===== config.mk =====
export PLATFORM = sky130hd
export DESIGN_NAME = tbu_back
export DESIGN_NICKNAME = d
export VERILOG_FILES = /design/src/design/tbu_pkg.sv /design/src/design/tbu_back.sv
export SDC_FILE = /design/constraint.sdc
export NUM_CORES = 1
export LEC_CHECK = 0
export BUFFER_PORTS_ARGS = -buffer_cell sky130_fd_sc_hd__buf_2
export CORE_MARGIN = 2
export CORE_UTILIZATION = 45
export DETAILED_ROUTE_END_ITERATION = 10
export PLACE_DENSITY = 0.62
export SYNTH_ARGS = -nofsm -noshare
export SYNTH_HDL_FRONTEND = slang
export SYNTH_SLANG_ARGS = --single-unit

===== constraint.sdc =====
create_clock -name clk -period 5.58 [get_ports clk]
set_clock_uncertainty 0.15 [all_clocks]
set_input_delay 0.837 -clock clk [delete_from_list [all_inputs] [get_ports clk]]
set_output_delay 0.837 -clock clk [all_outputs]
set_load 0.05 [all_outputs]

===== src/design/tbu_pkg.sv =====
// shared constants and types for the transformed box union block
package tbu_pkg;

	// depth of the queue between the geometry pipeline and the accumulator
	localparam int FIFO_DEPTH = 8;
	localparam int FIFO_AW    = $clog2(FIFO_DEPTH);
	localparam int CREDIT_W   = $clog2(FIFO_DEPTH + 1);

	// per-item flags carried alongside the item box
	typedef struct packed {
		logic seen;
		logic last;
	} tbu_flags_t;

	// queue status as seen by the accumulator
	typedef struct packed {
		logic not_empty;
		logic pop;
	} tbu_q_ctrl_t;

endpackage


===== src/design/tbu_back.sv =====
// running union fold, group close and result register
module tbu_back import tbu_pkg::*; #(
	parameter int COORD_WIDTH = 32
) (
	input  logic                          clk,
	input  logic                          arst_n,
	input  logic                          head_valid,
	input  logic signed [COORD_WIDTH-1:0] head_min_x,
	input  logic signed [COORD_WIDTH-1:0] head_max_x,
	input  logic signed [COORD_WIDTH-1:0] head_min_y,
	input  logic signed [COORD_WIDTH-1:0] head_max_y,
	input  tbu_flags_t                    head_flags,
	output tbu_q_ctrl_t                   q_ctrl,
	output logic                          out_valid,
	input  logic                          out_ready,
	output logic signed [COORD_WIDTH-1:0] group_x,
	output logic signed [COORD_WIDTH-1:0] group_y,
	output logic        [COORD_WIDTH-2:0] group_width,
	output logic        [COORD_WIDTH-2:0] group_height,
	output logic                          group_empty
);

	localparam int W = COORD_WIDTH;
	localparam logic signed [W-1:0] C_MAX = {1'b0, {(W-1){1'b1}}};
	localparam logic signed [W-1:0] C_MIN = {1'b1, {(W-1){1'b0}}};

	logic signed [W-1:0] run_min_x_q, run_max_x_q, run_min_y_q, run_max_y_q;
	logic                seen_q;
	logic signed [W-1:0] fold_min_x, fold_max_x, fold_min_y, fold_max_y;
	logic signed [W-1:0] snap_min_x_q, snap_max_x_q, snap_min_y_q, snap_max_y_q;
	logic                snap_seen_q, snap_vld_q;
	logic                load_out, snap_free, pop;
	logic        [W-1:0] ext_w, ext_h;

	// queue head folded into the running box
	always_comb begin
		fold_min_x = (head_min_x < run_min_x_q) ? head_min_x : run_min_x_q;
		fold_max_x = (head_max_x > run_max_x_q) ? head_max_x : run_max_x_q;
		fold_min_y = (head_min_y < run_min_y_q) ? head_min_y : run_min_y_q;
		fold_max_y = (head_max_y > run_max_y_q) ? head_max_y : run_max_y_q;
	end

	// a closing item waits for room in the snapshot stage
	assign load_out  = snap_vld_q && (!out_valid || out_ready);
	assign snap_free = !snap_vld_q || load_out;
	assign pop       = head_valid && (!head_flags.last || snap_free);

	assign q_ctrl.not_empty = head_valid;
	assign q_ctrl.pop       = pop;

	// running union state, back to its empty form on a group close
	always_ff @(posedge clk or negedge arst_n) begin
		if (!arst_n) begin
			run_min_x_q <= C_MAX;
			run_max_x_q <= C_MIN;
			run_min_y_q <= C_MAX;
			run_max_y_q <= C_MIN;
			seen_q      <= 1'b0;
		end else if (pop) begin
			if (head_flags.last) begin
				run_min_x_q <= C_MAX;
				run_max_x_q <= C_MIN;
				run_min_y_q <= C_MAX;
				run_max_y_q <= C_MIN;
				seen_q      <= 1'b0;
			end else begin
				run_min_x_q <= fold_min_x;
				run_max_x_q <= fold_max_x;
				run_min_y_q <= fold_min_y;
				run_max_y_q <= fold_max_y;
				seen_q      <= seen_q || head_flags.seen;
			end
		end
	end

	// snapshot of a closed group
	always_ff @(posedge clk or negedge arst_n) begin
		if (!arst_n) begin
			snap_vld_q <= 1'b0;
		end else if (pop && head_flags.last) begin
			snap_vld_q <= 1'b1;
		end else if (load_out) begin
			snap_vld_q <= 1'b0;
		end
	end

	always_ff @(posedge clk) begin
		if (pop && head_flags.last) begin
			snap_min_x_q <= fold_min_x;
			snap_max_x_q <= fold_max_x;
			snap_min_y_q <= fold_min_y;
			snap_max_y_q <= fold_max_y;
			snap_seen_q  <= seen_q || head_flags.seen;
		end
	end

	// extents are never negative for a group that saw a box
	assign ext_w = snap_max_x_q - snap_min_x_q;
	assign ext_h = snap_max_y_q - snap_min_y_q;

	// result register
	always_ff @(posedge clk or negedge arst_n) begin
		if (!arst_n) begin
			out_valid <= 1'b0;
		end else if (load_out) begin
			out_valid <= 1'b1;
		end else if (out_ready) begin
			out_valid <= 1'b0;
		end
	end

	always_ff @(posedge clk) begin
		if (load_out) begin
			if (snap_seen_q) begin
				group_x      <= snap_min_x_q;
				group_y      <= snap_min_y_q;
				group_width  <= ext_w[W-1] ? {(W-1){1'b1}} : ext_w[W-2:0];
				group_height <= ext_h[W-1] ? {(W-1){1'b1}} : ext_h[W-2:0];
				group_empty  <= 1'b0;
			end else begin
				group_x      <= '0;
				group_y      <= '0;
				group_width  <= '0;
				group_height <= '0;
				group_empty  <= 1'b1;
			end
		end
	end

endmodule


# Yosys cells after proc, flatten, opt, wreduce, memory -nomap -nowiden
# Index checks and enable logic that the tools add are counted.
[word_totals]
regBits = 387
inputBits = 134
out_inout_bits = 130
[classes]
n_addsub = 2
order_cmp = 4
mux = 16
n_reduce_logical = 12
[ops]
columns = ["op", "count"]
rows = [
  ["two-way mux 32 bit", 8],
  ["greater-than comparator 32 bit", 2],
  ["< comparator 32 bit", 2],
  ["subtractor 32 bit", 2],
  ["two-way mux 31 bit", 2],
  ["two-way mux 1 bit", 6],
  ["logical OR 1 bit", 4],
  ["nonzero test 2 bit", 2],
  ["logical AND 1 bit", 3],
  ["zero test 1 bit", 3],
]

# Logic depth before layout (Yosys ltp)
[logic_depth]
word_depth = 8
ltp_mapped = 13

# Least setup slack after synthesis
# Ideal clock, no wire load.
[synth_timing]
path_type = "in2reg"
from = "input port head_valid"
to = "register snap_max_x_q[0] (enable)"
setup_time_ns = 0.483
arrival_ns = 4.119
required_ns = 4.947
setup_slack_ns = 0.828
cell_stages = 5
n_path_buf = 1
path_cell_list = "clkbuf_1 > o21ai_1 > inv_1 > nand2_1 > inv_1"
[synth_between]
elab_chain_len = 2
[synth_lines]
columns = ["element", "line", "rtl"]
rows = [
  ["start: declaration", "tbu_back.sv:7", "input logic head_valid,"],
  ["logical AND 1 bit", "tbu_back.sv:46", "assign pop = head_valid && (!head_flags.last || snap_free);"],
  ["named net pop", "tbu_back.sv:32", "logic load_out, snap_free, pop;"],
  ["logical AND 1 bit", "tbu_back.sv:88", "if (pop && head_flags.last) begin"],
  ["end signal: assignment", "tbu_back.sv:90", "snap_max_x_q <= fold_max_x;"],
  ["end: declaration", "tbu_back.sv:30", "logic signed [W-1:0] snap_min_x_q, snap_max_x_q, snap_min_y_q, snap_max_y_q;"],
]
# The timed path passes the listed nets, and every way through them passes these cells.
# A chain may end at the register's enable or synchronous reset.

# Worst setup path after layout
[layout_timing]
from = "register run_min_x_q[13]"
to = "register run_min_x_q[31]"
[layout_between]
elab_chain_len = 3
[layout_lines]
columns = ["element", "line", "rtl"]
rows = [
  ["start: declaration", "tbu_back.sv:27", "logic signed [W-1:0] run_min_x_q, run_max_x_q, run_min_y_q, run_max_y_q;"],
  ["start signal: assignment", "tbu_back.sv:67", "run_min_x_q <= fold_min_x;"],
  ["< comparator 32 bit", "tbu_back.sv:37", "fold_min_x = (head_min_x < run_min_x_q) ? head_min_x : run_min_x_q;"],
  ["two-way mux 32 bit", "tbu_back.sv:37", ""],
  ["two-way mux 32 bit", "tbu_back.sv:60", "if (head_flags.last) begin"],
]
# No other way between the ends.

==> key figures <==
Yosys
  • Seq/Total Area, Yosys: 0.516
  • Cell count after synthesis: 1921
  • Syn Nets: 2245
  • Synth Flop Type: edfxtp_1
  • Count of state elements after synthesis: 387
  • Synth Area per Inst: 11.1 um2
  • Distinct cell type count after synthesis: 65
  • Post-synth ARST share: 0.339
  • Post-synth EDFFs: 256
  • YS warnings: 0
  • Post-synthesis cell area: 21400 um2

Clock tree
  • Clk slew on worst S/H paths: 0.06 ns
  • Hold buffer count at cts: 0
  • Clock root buffer: clkbuf_16
  • Post-CTS setup buffers: 0
  • Clock Sinks: 387
  • CTS resizes: 0
  • Longest Clk Path Bufs: 3
  • Worst-skew pair later-pin latency: 0.58 ns
  • CTS Buf Count: 45
  • CTS tree: yes
  • CTS H-tree lvls: 2

Worst setup path
  • Startpoint Class: register
  • Worst endpoint required time: 5.86 ns
  • R2r worst-path depth: 11
  • R2r setup slk: 1.57 ns
  • R2r endpoint: run_min_x_q[31]$_DFFE_PN0P_
  • Max Fanout on Critical Path: 20
  • Worst R2R Start: run_min_x_q[13]$_DFFE_PN1P_
  • Capturing element type of the critical path: register
  • Critical path class: reg -> reg
  • WP data arrival: approximately 4.3 ns

STA
  • Slew headroom: 0.340
  • Hold Vio Cnt, Final: 0
  • Total Neg Setup Slack: 0 ns
  • Final min period: approximately 4.0 ns
  • Max Slew Vio Count: 0
  • RSZ-0062 raised after global routing: no
  • Fin crit share: 0.719
  • Fmax: ~250 MHz
  • Slew @ Worst Pin: 0.990 ns
  • Final setup vio count: 0

Cells and area
  • Most frequent cells in the layout: buf_2, edfxtp_1, inv_1
  • Most common cell after layout, fill and taps aside: buf_2
  • Register area: around 11000 um2
  • # nets final: 2500
  • P&R area growth vs syn: 16.0%
  • Area of the multi-input gates: 9180 um2
  • Share of cells above drive strength 1: 0.230
  • Fill cells: around 4100

Floorplan
  • Full die area: 49300 um2
  • Starting Density: 0.458
  • Die X: 222 um
  • I/O Pins: 264
  • Die Ht: about 220 um
  • Num rows: between 70 and 80
  • Core area: 46800 um2

GRT
  • GRT overflow: 0
  • Vias in the first global route: between 15000 and 20000
  • Initial antenna violation count: 12
  • M2 GR Usage: 0.382
  • First-pass GRT wire length: 85400 um
  • Met1 GRT Util: 0.272
  • Met3 Track Usage GR: 0.0370
  • Pin count of the biggest net entering global routing: 95
  • All-Layer GR Usage: 0.220
  • GRT busiest layer: met2

Routing
  • Drc violations: 0
  • 1st-pass router iterations: 5
  • Detail Route Antenna Nets: 0
  • Wirelength per Cell: 19.1 um
  • Vias/cell: around 5.5
  • Vias: 15600
  • DRT Wirelength: 54100 um
  • Drt initial violations: 1178

Placement
  • GPL Wtd Cong: slightly above 0.9
  • Number of port buffers: 263
  • Detailed Place HPWL: ~40000 um

Min path
  • Hold crit path type: in -> async

Power and ir drop
  • Tot Pwr: 10.4 mW
  • P_leak: 11.0 nW
  • Maximum vdd drop: 0.268 mV
  • Cell Pwr Density: ~420 nW/um2

Run
  • Max-cap violations: 0

Status
  • Status: finished, final reports clean
## kinds of logic after synthesis
kind of cell             Yosys count  share of synthesized area
XOR/XNOR                          52                     0.0213
AO/OA/AOI/OAI                    525                      0.172
buffers and inverters            297                     0.0568
flip-flops                       387                      0.516
adder cells (fa/ha/maj)          190                      0.112
multiplexers                      64                     0.0337
AND/OR/NAND/NOR                  406                     0.0885
## per-stage QoR
stage	util	setup WS (ns)	cell area [um2]	std cells	hold WS, ns
final	0.531	1.57	24800	2828	0.220
after global routing	0.531	1.38	24800	2826	0.287
after CTS	0.530	1.54	24800	2820	0.250
after detailed placement	0.500	1.11	23400	2736	0.328
after global placement	0.500	1.14	23400	2736	0.320
after floorplan	-	0.828	21400	1921	0.304
## Yosys cell counts (8+ instances only)
master	n	share of area
o22a_1	60	0.025
o21ai_1	8	0.0019
nand3_1	20	0.0047
edfxtp_1	256	0.36
mux2_2	64	0.034
a21o_1	65	0.023
nand2b_1	14	0.0041
xnor2_1	36	0.015
xor2_1	16	0.0065
nand4_1	57	0.017
and2_1	9	0.0026
buf_2	30	0.0070
clkbuf_1	39	0.0068
nand2_1	144	0.025
o21bai_1	10	0.0035
dfrtp_1	67	0.078
a211oi_1	12	0.0042
nor3_1	14	0.0033
ha_1	188	0.11
inv_1	215	0.038
a21oi_1	89	0.021
nor2b_1	12	0.0035
o21a_1	73	0.026
o311ai_0	23	0.0094
nor2_1	110	0.019
a22o_1	38	0.016
dfstp_2	64	0.079
o21ai_0	99	0.023
## report_power, final
| group | leakage (nW) | switching (mW) | internal (mW) |
|---|---|---|---|
| registers | 3.97 | 0.220 | 3.78 |
| logic | 6.30 | 2.17 | 1.38 |
| clock network | 0.716 | 1.18 | 1.71 |
| total | 11.0 | 3.57 | 6.87 |
## critical path, cell delays in order, from the launching register on
cell and delay [ns]:
dfstp_2 0.54, inv_1 0.04, ha_1 0.29, a21o_1 0.18, a21o_1 0.18, a211oi_1 0.23
o31ai_1 0.14, a2111oi_0 0.72, a21oi_4 0.33, a21oi_2 0.73, buf_12 0.25, o22ai_1 0.09
## per-layer routing
layer	vias to the layer above	part of all wire
met5	-	0.0014
met4	10	0.033
met3	111	0.051
met2	392	0.49
met1	7526	0.42
li1	7543	-
## how the worst max path moves through the flow
stage,to,startpoint,slack (ns)
final,run_min_x_q[31]$_DFFE_PN0P_,run_min_x_q[13]$_DFFE_PN1P_,1.57
after global routing,run_min_x_q[31]$_DFFE_PN0P_,run_min_x_q[13]$_DFFE_PN1P_,1.38
after CTS,run_min_x_q[31]$_DFFE_PN0P_,run_min_x_q[13]$_DFFE_PN1P_,1.54
after detailed placement,run_min_y_q[31]$_DFFE_PN0P_,head_min_y[31],1.11
after global placement,run_min_y_q[31]$_DFFE_PN0P_,head_min_y[31],1.14
after floorplan,snap_max_x_q[0]$_DFFE_PP_,head_valid,0.83
## layout make-up
| type | instances | area share |
|---|---|---|
| clock inverter | 18 | 0.00610 |
| inverter | 217 | 0.0329 |
| sequential | 387 | 0.445 |
| timing repair buffer | 288 | 0.0624 |
| antenna | 8 | 0.000806 |
| clock buffer | 66 | 0.0523 |
| multi-input combinational | 1237 | 0.370 |
| tap | 607 | 0.0306 |
## state kept, by name, indices dropped and copies added, names as in the netlist
name / flops
group_x: 32
group_y: 32
run_max_x_q: 32
run_max_y_q: 32
run_min_x_q: 32
run_min_y_q: 32
snap_max_x_q: 32
snap_max_y_q: 32
snap_min_x_q: 32
snap_min_y_q: 32
group_height: 31
group_width: 31
group_empty: 1
out_valid: 1
seen_q: 1
snap_seen_q: 1
snap_vld_q: 1
No activity file was read; power rests on OpenSTA's default activity.
