==> src/design/tbu_pkg.sv <==
// shared constants and types for the transformed box union block
package tbu_pkg;

	// depth of the queue between the geometry pipeline and the accumulator
	localparam int FIFO_DEPTH = 8;
	localparam int FIFO_AW    = $clog2(FIFO_DEPTH);
	localparam int CREDIT_W   = $clog2(FIFO_DEPTH + 1);

	// per-item flags carried alongside the item box
	typedef struct packed {
		logic seen;
		logic last;
	} tbu_flags_t;

	// queue status as seen by the accumulator
	typedef struct packed {
		logic not_empty;
		logic pop;
	} tbu_q_ctrl_t;

endpackage

==> src/design/tbu_fifo.sv <==
// small register queue between the geometry pipeline and the accumulator
module tbu_fifo import tbu_pkg::*; #(
	parameter int DATA_W = 130
) (
	input  logic              clk,
	input  logic              arst_n,
	input  logic              push,
	input  logic [DATA_W-1:0] push_data,
	input  logic              pop,
	output logic              not_empty,
	output logic [DATA_W-1:0] head_data
);

	logic [DATA_W-1:0]   mem_q [FIFO_DEPTH];
	logic [FIFO_AW-1:0]  wr_ptr_q, rd_ptr_q;
	logic [CREDIT_W-1:0] count_q;

	// pointers and fill count
	always_ff @(posedge clk or negedge arst_n) begin
		if (!arst_n) begin
			wr_ptr_q <= '0;
			rd_ptr_q <= '0;
			count_q  <= '0;
		end else begin
			if (push) begin
				wr_ptr_q <= wr_ptr_q + 1'b1;
			end
			if (pop) begin
				rd_ptr_q <= rd_ptr_q + 1'b1;
			end
			if (push && !pop) begin
				count_q <= count_q + 1'b1;
			end else if (!push && pop) begin
				count_q <= count_q - 1'b1;
			end
		end
	end

	// entry storage
	always_ff @(posedge clk) begin
		if (push) begin
			mem_q[wr_ptr_q] <= push_data;
		end
	end

	assign not_empty = (count_q != '0);
	assign head_data = mem_q[rd_ptr_q];

endmodule

==> config.mk <==
export PLATFORM = sky130hd
export DESIGN_NAME = tbu_fifo
export DESIGN_NICKNAME = d
export VERILOG_FILES = /design/src/design/tbu_pkg.sv /design/src/design/tbu_fifo.sv
export SDC_FILE = /design/constraint.sdc
export NUM_CORES = 1
export LEC_CHECK = 0
export ABC_CLOCK_PERIOD_IN_PS = 15800
export BUFFER_PORTS_ARGS = -buffer_cell sky130_fd_sc_hd__buf_2
export CORE_ASPECT_RATIO = 1.75
export CORE_MARGIN = 2
export CORE_UTILIZATION = 55
export DETAILED_ROUTE_END_ITERATION = 8
export PLACE_DENSITY = 0.73
export SYNTH_ARGS = -nofsm -noshare
export SYNTH_HDL_FRONTEND = slang
export SYNTH_SLANG_ARGS = --single-unit
==> constraint.sdc <==
create_clock -name clk -period 15.8 [get_ports clk]
set_input_delay 0.79 -clock clk [delete_from_list [all_inputs] [get_ports clk]]
set_output_delay 0.79 -clock clk [all_outputs]
set_load 0.005 [all_outputs]
# Yosys cells after proc, flatten, opt, wreduce, memory -nomap -nowiden
# Memory sizes are Yosys's and may differ from the RTL's.
# Cells that the tools add are included.
[op_classes] add_sub_neg=4 n_mux=4 reduce_logical=6
[op_table] op="4-bit 2-to-1 mux" n=2
[op_table] op="3-bit by 1-bit adder with 3-bit output, second input constant" n=2
[op_table] op="4-bit by 1-bit adder with 4-bit output, second input constant" n=1
[op_table] op="4-bit nonzero test" n=1
[op_table] op="4-bit by 1-bit subtractor with 4-bit output, second input constant" n=1
[op_table] op="1-bit logical AND" n=2
[op_table] op="1-bit logical NOT" n=2
[op_table] op="1-bit 2-to-1 mux" n=2
[op_table] op="2-bit nonzero test" n=1
[totals] reg_bits=10 mem_bits_rw=1040 elab_cells=18 inputBits=134 memories=1
[memory_table] name="mem_q" words=8 word_bits=130 read_ports=1 rd_clocked_by_memory_dff=0 wr=1 line_no="tbu_fifo.sv:14" rtl="logic [DATA_W-1:0] mem_q [FIFO_DEPTH];"

# Depth between registers and ports, before layout
# Gate-level depths: netlist of run 1.
[depth] ltp_word=4 ltp_mapped=7 depth_no_buf=7

# Least setup slack after synthesis of run 1
# No wires, ideal clock.
[synth_timing] path_type="input to register" start="in push" end="mem mem_q[0][0], enable pin" stages=2 arrival_time_ps=9658 setup_ps=778 setup_slack_ps=5364 cell_sequence="nand2b_1 -> nor3_1"
[synth_via] elab_chain_cells=2
[synth_rtl] element="start: declaration" line_no="tbu_fifo.sv:7" rtl="input logic push,"
[synth_rtl] element="1-bit 2-to-1 mux" line_no="tbu_fifo.sv:41" rtl="if (push) begin"
[synth_rtl] element="1-bit 2-to-1 mux (implied by the code)" line_no="tbu_fifo.sv:42" rtl="mem_q[wr_ptr_q] <= push_data;"
[synth_rtl] element="end: declaration" line_no="tbu_fifo.sv:14"
# No other way between the ends.

# Worst setup path in the final report of run 1
[layout_timing] start="reg rd_ptr_q[0]" end="out head_data[22]"
[layout_via] elab_chain_cells=1
[layout_rtl] element="start: declaration" line_no="tbu_fifo.sv:15" rtl="logic [FIFO_AW-1:0] wr_ptr_q, rd_ptr_q;"
[layout_rtl] element="start signal: assignment" line_no="tbu_fifo.sv:29" rtl="rd_ptr_q <= rd_ptr_q + 1'b1;"
[layout_rtl] element="memory read 8 x 130 bit"
[layout_rtl] element="end: declaration" line_no="tbu_fifo.sv:11" rtl="output logic [DATA_W-1:0] head_data"
# No other way between the ends.

==> metrics.txt, run 1 <==
Synth-to-Final Area Change=13.0%; share of post-route cells with drive strength above 1=0.429; initial core utilization=0.556; Leak=14.7 nW; synth top area cells=edfxtp_1 (78%), mux4_2 (15%), mux2_2 (2.9%); slew margin rel.=0.250; H-tree lvl count=3; first-pass GRT wire length=approximately 120000 um; commonest cells after routing, fill and taps aside=edfxtp_1 (1040), buf_2 (264), mux4_2 (260); DIE HEIGHT=360 um; area of the multi-input gates=7830 um2; Hold WC Path Type=primary input to flip-flop; Std-Cell Rows=130; Die Width=208 um; YS warnings=0; sequential cell area fraction in the yosys report=0.789; sum of buffers and inverters on the critical path=3; Crit-path slowest cell=dfrtp_4; area share of the largest cell type after synthesis=0.783; number of port buffers=264; Mapped Area=39900 um2; Worst Tran Pin Value=1.12 ns; crit-path cells=buf_4 -> buf_4 -> mux4_2 -> mux2_4 -> buf_2; synthesis-stage register bit count=1050; CP max FO=54; number of global-route vias before repair=18600; routability congestion estimate=around 0.71; Max Cap Viol=0; VDD IR max=0.123 mV; Worst EP required=15.01 ns; Worst setup EP type=output pin; CTS clock-pin slew for the worst setup and hold paths=0.07 ns; initial antenna violation count=17; IO Pins=265; Crit path max-delay family=buffers and inverters; slack of the worst reg-to-reg path=12.77 ns; Via density=around 6; post-route setup TNS=0 ns; commonest non-fill, non-tap cell in the layout=edfxtp_1; pwr/cell area=183 nW/um2; Via Count=17300; unique cell type count in the Yosys netlist=29; status=finished, final reports clean; final worst-path cycle share=0.346; 1st-iter DRT viols=1216; Setup CP Type=flip-flop to output pin; Syn Area/Cell=25.5 um2; Crit path largest cell delay=1.04 ns; Final Setup Violations=0; Arr. time, crit path=4.68 ns; post-DR wirelength/cell=26.9 um; # fillers=4655; post-route clock skew=roughly 0.016 ns; Overflow after GRT=0; dominant cell type by area after synthesis=edfxtp_1; Root Buffer=clkbuf_16; total CTS buffers=87; Die Area=74800 um2; RSZ-0062 raised after global routing=no; # DRC=0; ANT nets after route=0; TritonRoute pass-1 iters=5; Mapped Nets=about 1700; Setup Fix Bufs, Post-CTS=0; CTS Buffer Depth=3; Startpoint Class=flip-flop; register area=31500 um2; Slew Limit Fails=0; final net count=just over 2000; Tot Pwr=8.24 mW; Final Core Density=0.628; CTS Sinks=1050; Overall Global Routing Usage=0.209; largest net degree at the start of global routing=between 70 and 80; Syn Inst Count=1562; Peak Freq=0.183 GHz; CTS tree=done; placed wire-length estimate=42900 um; CP most frequent cell=buf_4; total routed wirelength=77400 um; core area=71700 um2; final hold vios=0; min Tclk post-route=around 5.5 ns; clk_lat worst skew=0.63 ns
metrics by stage:
| step | worst slack [ns] | cell area, um2 | std cells | hold WS (ns) |
|---|---|---|---|---|
| final | 10.33 | 45100 | 2875 | 0.407 |
| after global routing | 9.82 | 45000 | 2871 | 0.390 |
| after CTS | 10.07 | 45000 | 2869 | 0.368 |
| after detailed placement | 10.76 | 42100 | 2712 | 0.496 |
| after global placement | 10.85 | 42100 | 2712 | 0.496 |
| after floorplan | 5.36 | 39900 | 1562 | 0.469 |
routing by layer:
layer | GRT usage | vias up | wire [um]
met1 | 0.254 | 9249 | 29000
li1 | - | 7355 | -
met5 | 0 | - | 134
met2 | 0.374 | 537 | 41400
met4 | 0.0576 | 22 | 1710
met3 | 0.0493 | 126 | 5130
logic make-up after synthesis:
kind of cell	synth area share
and+or+nand+nor	0.00295
adders and majority gates	0.00207
xor gates and xnor gates	0.00132
muxes	0.188
buffers and inverters	0.0159
AOI/OAI and AO/OA	0.00103
DFF	0.789
final timing paths:
path,to,depth (start not counted),start
max,head_data[22],5,rd_ptr_q[0]
min,rd_ptr_q[0],2,pop
max reg2reg,mem_q[1][3],3,wr_ptr_q[1]
min reg2reg,count_q[2],2,count_q[2]
max in group asynchronous,rd_ptr_q[0],2,arst_n
min in group asynchronous,count_q[0],2,arst_n
timing repair:
action | CTS | global route
endpoints found under the hold margin | 10 | 0
hold buffers | 1 | 0
resized for setup | 0 | 0
synthesized netlist by cell type:
cell      count
a21oi_1       2
buf_2        25
o21ai_0       1
ha_1          5
buf_6         1
o211ai_1      2
edfxtp_1   1040
or4_1         2
nand2_1       6
xor2_1        2
nand3b_1      1
buf_12       15
buf_8         6
nor2_1        6
nor3_1        3
inv_1         2
nand2b_1      3
or3_1         1
a2111o_1      1
mux2_4       31
clkbuf_1     20
mux2_2      102
mux2i_1       1
nand3_1       2
mux4_2      260
fa_1          1
xnor2_1       4
dfrtp_1      10
buf_1         7
registers in the layout, summed over array words and instances (netlist names):
register and count:
mem_q 1040, count_q 4, wr_ptr_q 3, rd_ptr_q 3
power by group:
part           internal, mW  switching (mW)
combinational          1.22            1.13
sequential             3.49           0.194
clock                  1.27           0.937
total                  5.99            2.26
final cells by class:
| type | count | share of cell area |
|---|---|---|
| clock buffers | 102 | 0.0519 |
| clock inverters | 54 | 0.0137 |
| inverters | 2 | 0.000167 |
| well taps | 924 | 0.0257 |
| repair buffers | 301 | 0.0355 |
| multi-input cells | 436 | 0.174 |
| flip-flops and latches | 1050 | 0.699 |
| diodes | 6 | 0.000333 |
No activity file was read; power rests on OpenSTA's default activity.
==> run 2: changes to the inputs <==
Settings changed: ABC_CLOCK_PERIOD_IN_PS 15800 to 5100.
Clock period 15.8 ns to 5.1 ns, I/O delays scaled along.
==> run 2 against run 1 <==
Total power increased to 3.1 times the previous value; count of clock-buffer cells in the layout increased by 8; utilization increased by 2.1 points; wire length increased by 0.97%; combinational power increased to 3.2 times the previous value; setup slack got worse by 8.8 ns; sequential share of layout area decreased by 2.2 points; critical path type unchanged; largest power group unchanged.
==> metrics.txt, run 2 (synthesis gave the netlist of run 1 again) <==
post-route clock skew=0.0238 ns (was 0.0159 ns); Root Buffer=clkbuf_16 (unchanged); initial antenna violation count=6 (was 17); Largest register FFs=1040 (unchanged); number of global-route vias before repair=19300 (was 18600); post-route setup TNS=0 ns (unchanged); H-tree lvl count=3 (unchanged); Resize count post-CTS=0 (unchanged); largest net degree at the start of global routing=131 (was 74); clk_lat worst skew=0.65 ns (was 0.63 ns); Via Count=17800 (was 17300); Worst EP required=4.85 ns (was 15.01 ns); total CTS buffers=90 (was 87); Die Width=208 um (unchanged); VDD IR max=0.417 mV (was 0.123 mV); Seq pwr share=0.445 (was 0.447); commonest non-fill, non-tap cell in the layout=edfxtp_1 (unchanged); number of port buffers=264 (unchanged); met2 Usage GRT=0.371 (was 0.374); 1st-iter DRT viols=1337 (was 1216); status=finished, final reports clean (unchanged); P_sw=7.07 mW (was 2.26 mW); non-filler instance count after layout=3005 (was 2875); Worst Tran Pin Value=1.13 ns (was 1.12 ns); Tot Pwr=25.6 mW (was 8.24 mW); CTS clock-pin slew for the worst setup and hold paths=0.07 ns (about the same); share of post-route cells with drive strength above 1=0.399 (was 0.429); total internal power=18.6 mW (was 5.99 mW); final hold vios=0 (unchanged); Hold WC Path Type=primary input to flip-flop (unchanged); post-DR wirelength/cell=26.0 um (was 26.9 um); register area=31500 um2 (unchanged); hold buffers post-CTS=135 (was 1); # DRC=0 (unchanged); Overall Global Routing Usage=0.214 (was 0.209); min Tclk post-route=3.60 ns; Largest Register=mem_q (unchanged); final worst-path cycle share=0.706; grt met3 use=0.0416 (was 0.0493); RSZ-0062 raised after global routing=no (unchanged); CTS tree=done (unchanged); pwr/cell area=551 nW/um2 (was 183 nW/um2); Std-Cell Rows=130 (unchanged); final net count=2150 (was 2018); CTS Sinks=1050 (unchanged); commonest cells after routing, fill and taps aside=edfxtp_1 (1040), buf_2 (264), mux4_2 (260) (unchanged); Fin Hold WS=0.409 ns (was 0.407 ns); Setup CP Type=flip-flop to output pin (unchanged); area of the multi-input gates=7840 um2 (was 7830 um2); total routed wirelength=78100 um (was 77400 um); CTS Buffer Depth=3 (unchanged); TritonRoute pass-1 iters=5 (unchanged); Startpoint Class=flip-flop (unchanged); IO Pins=265 (unchanged); Setup Fix Bufs, Post-CTS=0 (unchanged); pre-CTS setup slack=2.09 ns (was 10.76 ns); Leak=15.2 nW (was 14.7 nW); clock power share=0.263 (was 0.268); Die Area=74800 um2 (unchanged); CP max FO=52 (was 54); placed wire-length estimate=40700 um (was 42900 um); gr busiest metal=met2 (unchanged); Arr. time, crit path=3.35 ns (was 4.68 ns); Slew Limit Fails=0 (unchanged); # fillers=4530 (was 4655); Setup WS post-layout=1.50 ns (was 10.33 ns); Overflow after GRT=0 (unchanged); core area=71700 um2 (unchanged); Via density=5.92 (was 6.01); Peak Freq=0.278 GHz; Max Cap Viol=0 (unchanged); ANT nets after route=0 (unchanged); routability congestion estimate=0.702 (was 0.711); DIE HEIGHT=360 um (unchanged); Final Setup Violations=0 (unchanged); combinational share of power=0.292 (was 0.284); met1 Track Usage GR=0.279 (was 0.254); Worst setup EP type=output pin (unchanged); initial core utilization=0.556 (unchanged); Synth-to-Final Area Change=16.7% (was 13.0%); first-pass GRT wire length=119000 um (was 116000 um); Placed Cells=2707 (was 2712); sw frac=0.276 (was 0.274); slew margin rel.=0.247 (was 0.250); Regs by FF count=mem_q x1040, count_q x4 (unchanged)
## run 2: final timing paths
check,cells past startpoint,slack (ns),start,endpoint
setup / recovery,4,1.50,rd_ptr_q[0],head_data[80]
hold / removal,2,0.41,push_data[55],mem_q[1][55]
setup reg to reg,3,2.62,wr_ptr_q[2],mem_q[3][57]
hold reg to reg,2,0.52,count_q[2],count_q[2]
max in group asynchronous,4,3.72,arst_n,wr_ptr_q[1]
min in group asynchronous,3,0.59,arst_n,rd_ptr_q[0]
## run 2: layout make-up
class,instances,share of cell area
clock buffers,110,0.0513
repair buffers,430,0.0673
clock inverters,50,0.0112
multi-input cells,436,0.168
well taps,924,0.0248
inverters,2,0.000161
diodes,3,0.000161
flip-flops and latches,1050,0.677
## run 2: worst max-delay path, cell delays in order (launching register included)
cell	delay [ns]
dfrtp_4	1.19
buf_12	0.46
mux4_2	0.58
mux2_2	0.27
buf_2	0.15
## run 2: layer usage
layer,vias to the layer above,share of wire
met1,9500,0.40
met2,568,0.52
met5,-,0.00052
met3,106,0.062
li1,7618,-
met4,6,0.019
## run 2: through the flow
step | utilization | area [um2]
global placement | 0.589 | 42300
finish | 0.649 | 46500
floorplan | - | 39900
detailed placement | 0.589 | 42300
global route | 0.649 | 46500
CTS | 0.649 | 46500
## run 2: power by group through the flow
stage / clock [mW] / combinational (mW) / sequential [mW]
after global placement: 0 / 7.48 / 11.5
after CTS: 6.89 / 7.69 / 11.4
final: 6.74 / 7.49 / 11.4
after floorplan: 0 / 5.44 / 11.4
after detailed placement: 0 / 7.56 / 11.6
after global routing: 7.21 / 8.05 / 11.5
==> run 3: changes to the inputs <==
Settings changed: ABC_CLOCK_PERIOD_IN_PS 5100 to 3300, CORE_UTILIZATION 55 to 54, PLACE_DENSITY 0.73 to 0.75.
Clock period 5.1 ns to 3.3 ns, I/O delays scaled along.
==> run 3 against run 2 <==
Critical path depth rose by 1; worst hold slack got worse by 0.14 ns; clock skew fell by 0.0079 ns; first-iteration DRC count rose by 2.6%; register-to-register slack got worse by 1.5 ns; sequential cell count did not move; die area rose by 1.8%; highest routed layer unchanged; via count rose by 1.0%; clock power rose by 51%; global-route usage rose by 0.35 points; sequential share of layout area fell by 0.28 points; non-clock buffer count rose by 12; largest power group unchanged.
==> metrics.txt, run 3 (synthesis gave the netlist of run 1 again) <==
status=finished, final reports clean (unchanged); Worst EP required=3.13 ns (was 4.85 ns); placed wire-length estimate=43000 um (was 40700 um); Leak=15.3 nW (was 15.2 nW); Peak Freq=0.320 GHz; IO Pins=265 (unchanged); total routed wirelength=80600 um (was 78100 um); Worst setup EP type=output pin (unchanged); Largest register FFs=1040 (unchanged); Overflow after GRT=0 (unchanged); core area=72900 um2 (was 71700 um2); slack of the worst reg-to-reg path=1.10 ns (was 2.62 ns); TritonRoute pass-1 iters=5 (unchanged); Final Setup Violations=0 (unchanged); commonest non-fill, non-tap cell in the layout=edfxtp_1 (unchanged); Setup CP Type=flip-flop to output pin (unchanged); Via density=5.93 (was 5.92); total CTS buffers=92 (was 90); Die Width=209 um (was 208 um); Overall Global Routing Usage=0.217 (was 0.214); clk_lat worst skew=0.70 ns (was 0.65 ns); Tot Pwr=39.9 mW (was 25.6 mW); post-DR wirelength/cell=26.6 um (was 26.0 um); largest net degree at the start of global routing=111 (was 131); CTS clock-pin slew for the worst setup and hold paths=0.06 ns (was 0.07 ns); CP max FO=25 (was 52); DIE HEIGHT=364 um (was 360 um); Regs by FF count=mem_q x1040, count_q x4 (unchanged); VDD IR max=0.683 mV (was 0.417 mV); initial antenna violation count=6 (unchanged); CTS Sinks=1050 (unchanged); Max Cap Viol=0 (unchanged); # DRC=0 (unchanged); final hold vios=0 (unchanged); final worst-path cycle share=0.948; share of post-route cells with drive strength above 1=0.402 (was 0.399); pwr/cell area=853 nW/um2 (was 551 nW/um2); Worst Tran Pin Value=0.931 ns (was 1.13 ns); min Tclk post-route=3.13 ns; 1st-iter DRT viols=1372 (was 1337); H-tree lvl count=3 (unchanged); Via Count=18000 (was 17800); Synth-to-Final Area Change=17.2% (was 16.7%); commonest cells after routing, fill and taps aside=edfxtp_1 (1040), buf_2 (264), mux4_2 (260) (unchanged); ANT nets after route=0 (unchanged); RSZ-0062 raised after global routing=no (unchanged); Slew Limit Fails=0 (unchanged); slew margin rel.=0.378 (was 0.247); hold buffers post-CTS=134 (was 135); post-route clock skew=0.0158 ns (was 0.0238 ns); Final Core Density=0.641 (was 0.649); CTS tree=done (unchanged); Die Area=76100 um2 (was 74800 um2); Startpoint Class=flip-flop (unchanged); Largest Register=mem_q (unchanged); first-pass GRT wire length=121000 um (was 119000 um); number of global-route vias before repair=19600 (was 19300); Hold WC Path Type=primary input to flip-flop (unchanged); Setup Fix Bufs, Post-CTS=0 (unchanged); initial core utilization=0.547 (was 0.556); CTS Buffer Depth=3 (unchanged); final net count=2164 (was 2150); Resize count post-CTS=0 (unchanged); Root Buffer=clkbuf_16 (unchanged); routability congestion estimate=0.743 (was 0.702); number of port buffers=264 (unchanged); # fillers=4645 (was 4530); Arr. time, crit path=2.96 ns (was 3.35 ns); Std-Cell Rows=131 (was 130)
run 3: final cells by class:
cell class | instances | area [um2] | share of cell area
Antenna cell | 3 | 7.51 | 0.000161
Clock buffer | 111 | 2440 | 0.0521
Clock inverter | 55 | 410 | 0.00878
Inverter | 2 | 7.51 | 0.000161
Multi-Input combinational cell | 436 | 7840 | 0.168
Sequential cell | 1050 | 31500 | 0.674
Tap cell | 931 | 1160 | 0.0249
Timing Repair Buffer | 442 | 3380 | 0.0723
run 3: stage by stage:
stage	setup slack [ns]	hold slack, ns	instances	instance area, um2	TNS, ns
4_1_cts	0.0967	0.221	3027	46700	0
3_5_place_dp	0.872	0.0726	2727	42500	0
2_1_floorplan	-1.22	-0.131	1562	39900	-1162.91
5_1_grt	0.00830	0.273	3029	46700	0
3_3_place_gp	0.911	0.0626	2727	42500	0
6_report	0.171	0.270	3030	46700	0
run 3: worst max-delay path, stage by stage (launching register included):
cell     delay, ns
dfrtp_4       0.69
buf_12        0.31
buf_4         0.27
mux4_2        0.56
mux2_4        0.29
buf_2         0.13
run 3: metal layers:
layer  up-vias  part of all wire  global-route usage
li1       7651                 -                   -
met4         6             0.029              0.0869
met2       622              0.52               0.373
met5         -           0.00041                   0
met3       130             0.064              0.0426
met1      9570              0.39               0.276
run 3: worst paths after layout:
| kind | from | end | cells after the start |
|---|---|---|---|
| max in group asynchronous | arst_n | rd_ptr_q[1] | 3 |
| worst max-delay path | rd_ptr_q[0] | head_data[17] | 5 |
| worst max register to register | wr_ptr_q[2] | mem_q[3][48] | 3 |
| worst min register to register | count_q[2] | count_q[2] | 2 |
| worst min-delay path | push_data[16] | mem_q[7][16] | 2 |
| min in group asynchronous | arst_n | rd_ptr_q[0] | 3 |
run 3: power by group:
part	switching [mW]	internal, mW	total [mW]
clock	4.64	5.59	10.2
combinational	5.96	6.31	12.3
sequential	0.637	16.7	17.4
